--- config.mk ---
export PLATFORM = sky130hd
export DESIGN_NAME = lsrt_ctrl
export DESIGN_NICKNAME = d
export VERILOG_FILES = /design/src/hdl/lsrt_pkg.sv /design/src/hdl/lsrt_ctrl.sv
export SDC_FILE = /design/constraint.sdc
export NUM_CORES = 1
export LEC_CHECK = 0
export BUFFER_PORTS_ARGS = -buffer_cell sky130_fd_sc_hd__buf_2
export CORE_AREA = 2 2 39 41
export DETAILED_ROUTE_END_ITERATION = 8
export DIE_AREA = 0 0 41 43
export GPL_TIMING_DRIVEN = 1
export HOLD_SLACK_MARGIN = 0.02
export MAX_ROUTING_LAYER = met4
export PLACE_DENSITY = 0.61
export SYNTH_ARGS = -nofsm -noshare
export SYNTH_HDL_FRONTEND = slang
export SYNTH_SLANG_ARGS = --single-unit
--- constraint.sdc ---
create_clock -name clock -period 1.9 [get_ports clock]
set_input_delay 0.095 -clock clock [delete_from_list [all_inputs] [get_ports clock]]
set_output_delay 0.095 -clock clock [all_outputs]
set_load 0.02 [all_outputs]
--- src/hdl/lsrt_pkg.sv ---
// Shared constants, codes and control types of the record table block.
// No dependencies; imported by the controller, datapath and top level.
package lsrt_pkg;

   localparam int TABLE_DEPTH  = 1024;
   localparam int PAYLOAD_BITS = 64;
   localparam int IDX_BITS     = $clog2(TABLE_DEPTH);
   localparam int CNT_BITS     = $clog2(TABLE_DEPTH + 1);

   // operation codes
   localparam logic [1:0] KIND_SEARCH = 2'd0;
   localparam logic [1:0] KIND_INSERT = 2'd1;
   localparam logic [1:0] KIND_ERASE  = 2'd2;

   // result status codes
   localparam logic [1:0] ST_OK     = 2'd0;
   localparam logic [1:0] ST_MISS   = 2'd1;
   localparam logic [1:0] ST_FULL   = 2'd2;
   localparam logic [1:0] ST_BADPOS = 2'd3;

   // controller -> datapath commands
   typedef struct packed {
      logic       load;       // capture request, set scan start
      logic       scan;       // read entry at scan index, advance
      logic       shift;      // write lagging read data one entry down
      logic       append;     // write request record at fill count
      logic       dec;        // drop one record
      logic       res_wr;     // update pending result
      logic       res_hit;    // pending result takes lagging match
      logic [1:0] res_status;
      logic       out_load;   // move pending result to output registers
   } cmd_type;

   // datapath -> controller status
   typedef struct packed {
      logic [1:0] kind;
      logic       full;
      logic       pos_bad;
      logic       scan_end;
      logic       lag_vld;
      logic       hit;
   } sts_type;

endpackage

--- src/hdl/lsrt_ctrl.sv ---
// Controller state machine of the record table: sequences search, insert,
// erase and the reply. Depends on lsrt_pkg.
module lsrt_ctrl import lsrt_pkg::*; (
   input  logic    clock,
   input  logic    reset,
   input  logic    req_valid,
   output logic    req_ready,
   output logic    rsp_valid,
   input  logic    rsp_ready,
   input  sts_type sts,
   output cmd_type cmd
);

   localparam logic [2:0] S_IDLE   = 3'd0;
   localparam logic [2:0] S_DECODE = 3'd1;
   localparam logic [2:0] S_SEARCH = 3'd2;
   localparam logic [2:0] S_ERASE  = 3'd3;
   localparam logic [2:0] S_REPLY  = 3'd4;

   logic [2:0] state_ff, state_in;
   logic       rsp_valid_ff, rsp_valid_in;

   // next state and commands
   always_comb begin
      state_in = state_ff;
      cmd      = '0;
      unique case (state_ff)
         S_IDLE: begin
            if (req_valid) begin
               cmd.load = 1'b1;
               state_in = S_DECODE;
            end
         end
         S_DECODE: begin
            case (sts.kind)
               KIND_SEARCH: state_in = S_SEARCH;
               KIND_INSERT: begin
                  cmd.res_wr = 1'b1;
                  if (sts.full) begin
                     cmd.res_status = ST_FULL;
                  end else begin
                     cmd.append     = 1'b1;
                     cmd.res_status = ST_OK;
                  end
                  state_in = S_REPLY;
               end
               KIND_ERASE: begin
                  if (sts.pos_bad) begin
                     cmd.res_wr     = 1'b1;
                     cmd.res_status = ST_BADPOS;
                     state_in       = S_REPLY;
                  end else begin
                     state_in = S_ERASE;
                  end
               end
               default: begin
                  // unused code: no change, plain done
                  cmd.res_wr     = 1'b1;
                  cmd.res_status = ST_OK;
                  state_in       = S_REPLY;
               end
            endcase
         end
         S_SEARCH: begin
            if (sts.lag_vld && sts.hit) begin
               cmd.res_wr     = 1'b1;
               cmd.res_hit    = 1'b1;
               cmd.res_status = ST_OK;
               state_in       = S_REPLY;
            end else if (sts.scan_end && !sts.lag_vld) begin
               cmd.res_wr     = 1'b1;
               cmd.res_status = ST_MISS;
               state_in       = S_REPLY;
            end else begin
               cmd.scan = !sts.scan_end;
            end
         end
         S_ERASE: begin
            cmd.shift = sts.lag_vld;
            cmd.scan  = !sts.scan_end;
            if (sts.scan_end && !sts.lag_vld) begin
               cmd.dec        = 1'b1;
               cmd.res_wr     = 1'b1;
               cmd.res_status = ST_OK;
               state_in       = S_REPLY;
            end
         end
         S_REPLY: begin
            if (!rsp_valid_ff || rsp_ready) begin
               cmd.out_load = 1'b1;
               state_in     = S_IDLE;
            end
         end
         default: state_in = S_IDLE;
      endcase
   end

   // result valid flag
   always_comb begin
      rsp_valid_in = rsp_valid_ff && !rsp_ready;
      if (cmd.out_load) begin
         rsp_valid_in = 1'b1;
      end
   end

   always_ff @(posedge clock) begin
      if (reset) begin
         state_ff     <= S_IDLE;
         rsp_valid_ff <= 1'b0;
      end else begin
         state_ff     <= state_in;
         rsp_valid_ff <= rsp_valid_in;
      end
   end

   assign req_ready = (state_ff == S_IDLE);
   assign rsp_valid = rsp_valid_ff;

   a_reply_only_when_free: assert property (@(posedge clock) disable iff (reset)
      cmd.out_load |-> (!rsp_valid_ff || rsp_ready))
      else $error("result overwritten while waiting");
   a_accept_goes_decode: assert property (@(posedge clock) disable iff (reset)
      (req_valid && req_ready) |=> (state_ff == S_DECODE))
      else $error("accepted item not decoded");
   a_one_write_kind: assert property (@(posedge clock) disable iff (reset)
      !(cmd.shift && cmd.append))
      else $error("shift and append in one cycle");

endmodule

==> reports/metrics.cfg <==
[status]
outcome = completed

[pwr]
total_power_mw = 0.318
powerDensity_nw_per_um2 = 606
p_leak_nw = 0.279
ir_drop_mv = 0.199

[finish]
register_area_um2 = 80.1
nFillCells = 143
multi_input_area_um2 = 284
nNetsFinal = 90
diodes = 0
area_growth_pct = 39.2
layout-drive-gt1-share_pct = 39.2
fin_util_pct = 37.9

[clock_network]
cts_max_path_buffers = 2
cts_resized = 0
clock-sinks = 4
clk_latency_ns = 0.24
clk_pin_slew_ns = 0.04
cts_made_buffers = 3
cts_tree = yes
htree_levels = 1
cts.root.buffer_cell = clkbuf_4
post_cts_buffers = 0
hold_buffers = 0

[job]
max-cap-violations = 0

[die]
io_pins = 23
coreArea_um2 = 1380
start_util_pct = 27.2
die_area_um2 = 1760
die-height_um = 43
fp.dieW_um = 41
num_rows = 14

[sta]
fin_worst_skew_ns = 0.00103
fmax_ghz = 0.622
fin_crit_ns = 1.61
post-route-period-util_pct = 84.6
whs_ns = 0.0867
rsz0062_at_grt = no
setup_violations = 0
worstMarginPinSlew_ns = 0.307
drv_slew = 0
finalSetupTns_ns = 0
maxSlewHeadroom_pct = 79.5
setup_ws_ns = 0.292
final_hold_viol_count = 0

[detailed_routing]
vias = 428
drt_pass1_iterations = 3
drc = 0
wl_um = 905
ant_nets = 0
drtIter0Drc = 6
vias_per_cell = 4.76
wl_per_cell_um = 10.1

[worst_setup_path]
rr_worst_depth = 3
timing.rr.start = state_ff[0]
endpoint_kind = primary output
crit_required_ns = 1.80
slowest_stage = dfxtp_1
crit_family = flip-flops
start_kind = flop
reg2reg_slack_ns = 0.68
worstSetupPathType = flop to primary output
cp_cell_sequence = nor3b_2, nand2_1, o22ai_1, buf_2
cp_max_fo = 11
cp_slowest_stage_delay_ns = 0.49
cp.arrival_ns = 1.51
worst-path-buf-inv = 1
r2r_end = state_ff[2]

[global_route]
grt_pass1_vias = 345
antenna_found_initial = 0
grtUsageTotal_pct = 11.0
grt_pass1_wl_mm = 1.30
grt_max_degree = 12
overflow = 0

[min_path]
min_to = state_ff[2]
hold_path_depth = 2
hp-class = primary input to flop
hp-start = reset

[synth]
syn_inst = 50
yosys.cell_types.count = 24
ys_ff_latch = 4
syn_avg_cell_area_um2 = 7.53
synth_area_um2 = 377
syn-num-nets = 64
ys_seq_area_share_pct = 21.3
yosysWarnings = 0

[placed_design]
dpl.hpwl_um = 744
post-place-ws_ns = 0.520
routabilityCongestion = 0.760
io_buffer_count = 22

[cells in the final DEF (no fill, tap or decap), drive strengths merged]
cell,n
or2b,1
a21o,1
o21ai,1
buf,22
and3,1
a21oi,3
nor3,2
nor3b,1
o22ai,1
a32oi,1
nor2b,2
and2b,1
inv,2
and3b,2
nor2,5
dfxtp,4
clkbuf,3
a2111oi,1
nand3b,1
nand3,3
and2,2
a31oi,1
ha,3
nand2b,3
nand2,7
[state kept, by name, indices dropped and copies added (netlist names)]
| name | flops |
|---|---|
| state_ff | 3 |
| rsp_valid | 1 |
[worst register-to-register path, delay by kind of cell (launching register included)]
kind             cells  cell delay [ns]
flip-flops           1             0.49
AND/OR/NAND/NOR      1             0.33
AO/OA/AOI/OAI        2             0.33
[cells in the mapped netlist]
master | count | share of area, %
and2_1 | 2 | 3.3
nand2b_1 | 3 | 5.0
nand3_1 | 3 | 4.0
dfxtp_1 | 4 | 21
a31oi_1 | 1 | 1.7
nand2_1 | 7 | 7.0
nor3_1 | 2 | 2.7
buf_2 | 1 | 1.3
a32oi_2 | 1 | 4.3
a21o_1 | 1 | 2.0
a2111oi_2 | 1 | 4.0
nand3b_1 | 1 | 2.0
or2b_1 | 1 | 2.0
and2b_4 | 1 | 2.7
inv_1 | 2 | 2.0
nor2b_1 | 2 | 3.3
and3_1 | 1 | 1.7
nor3b_2 | 1 | 3.3
ha_1 | 3 | 10
a21oi_1 | 3 | 4.0
and3b_1 | 2 | 4.7
nor2_1 | 5 | 5.0
o21ai_0 | 1 | 1.3
o22ai_1 | 1 | 1.7
[where the power goes]
part	total, mW	switching (mW)	leakage (nW)	internal [mW]
registers	0.105	0.0132	0.0327	0.0914
logic	0.108	0.0602	0.232	0.0474
clock network	0.106	0.0351	0.0138	0.0707
[layout make-up]
cell class | count | area share, %
multi-input cells | 43 | 54.2
repair buffers | 22 | 21.0
inverters | 2 | 1.43
flip-flops and latches | 4 | 15.3
clock buffers | 3 | 4.30
well taps | 16 | 3.82
[metrics by stage]
| step | instances | area (um2) |
|---|---|---|
| 3_3_place_gp | 87 | 502 |
| 5_1_grt | 90 | 524 |
| 2_1_floorplan | 50 | 377 |
| 6_report | 90 | 524 |
| 4_1_cts | 90 | 524 |
| 3_5_place_dp | 87 | 502 |
[logic make-up (layout without fill, tap and decap cells)]
| logic type | count (synthesis) | in the layout | synth area share [%] |
|---|---|---|---|
| simple gates | 31 | 31 | 46.5 |
| fa+ha+maj | 3 | 3 | 9.97 |
| buf+inv | 3 | 27 | 3.32 |
| compound gates | 9 | 9 | 18.9 |
| flops | 4 | 4 | 21.3 |
[worst max-delay path by stage]
stage / end / startpoint / slack [ns] / cells after the start
3_5_place_dp: cmd[1] / state_ff[0] / 0.52 / 4
3_3_place_gp: cmd[1] / state_ff[0] / 0.58 / 4
2_1_floorplan: cmd[9] / state_ff[0] / 0.50 / 3
4_1_cts: cmd[1] / state_ff[0] / 0.27 / 4
5_1_grt: cmd[1] / state_ff[0] / 0.18 / 4
6_report: cmd[1] / state_ff[0] / 0.29 / 4
[routing by layer]
layer	track usage (%)	wire length, um	vias up
met5	-	0	-
met4	9.33	17	0
met3	1.57	61	2
met2	14.4	405	16
met1	14.2	421	186
li1	-	-	224
Power figures use the tool's default switching activity.
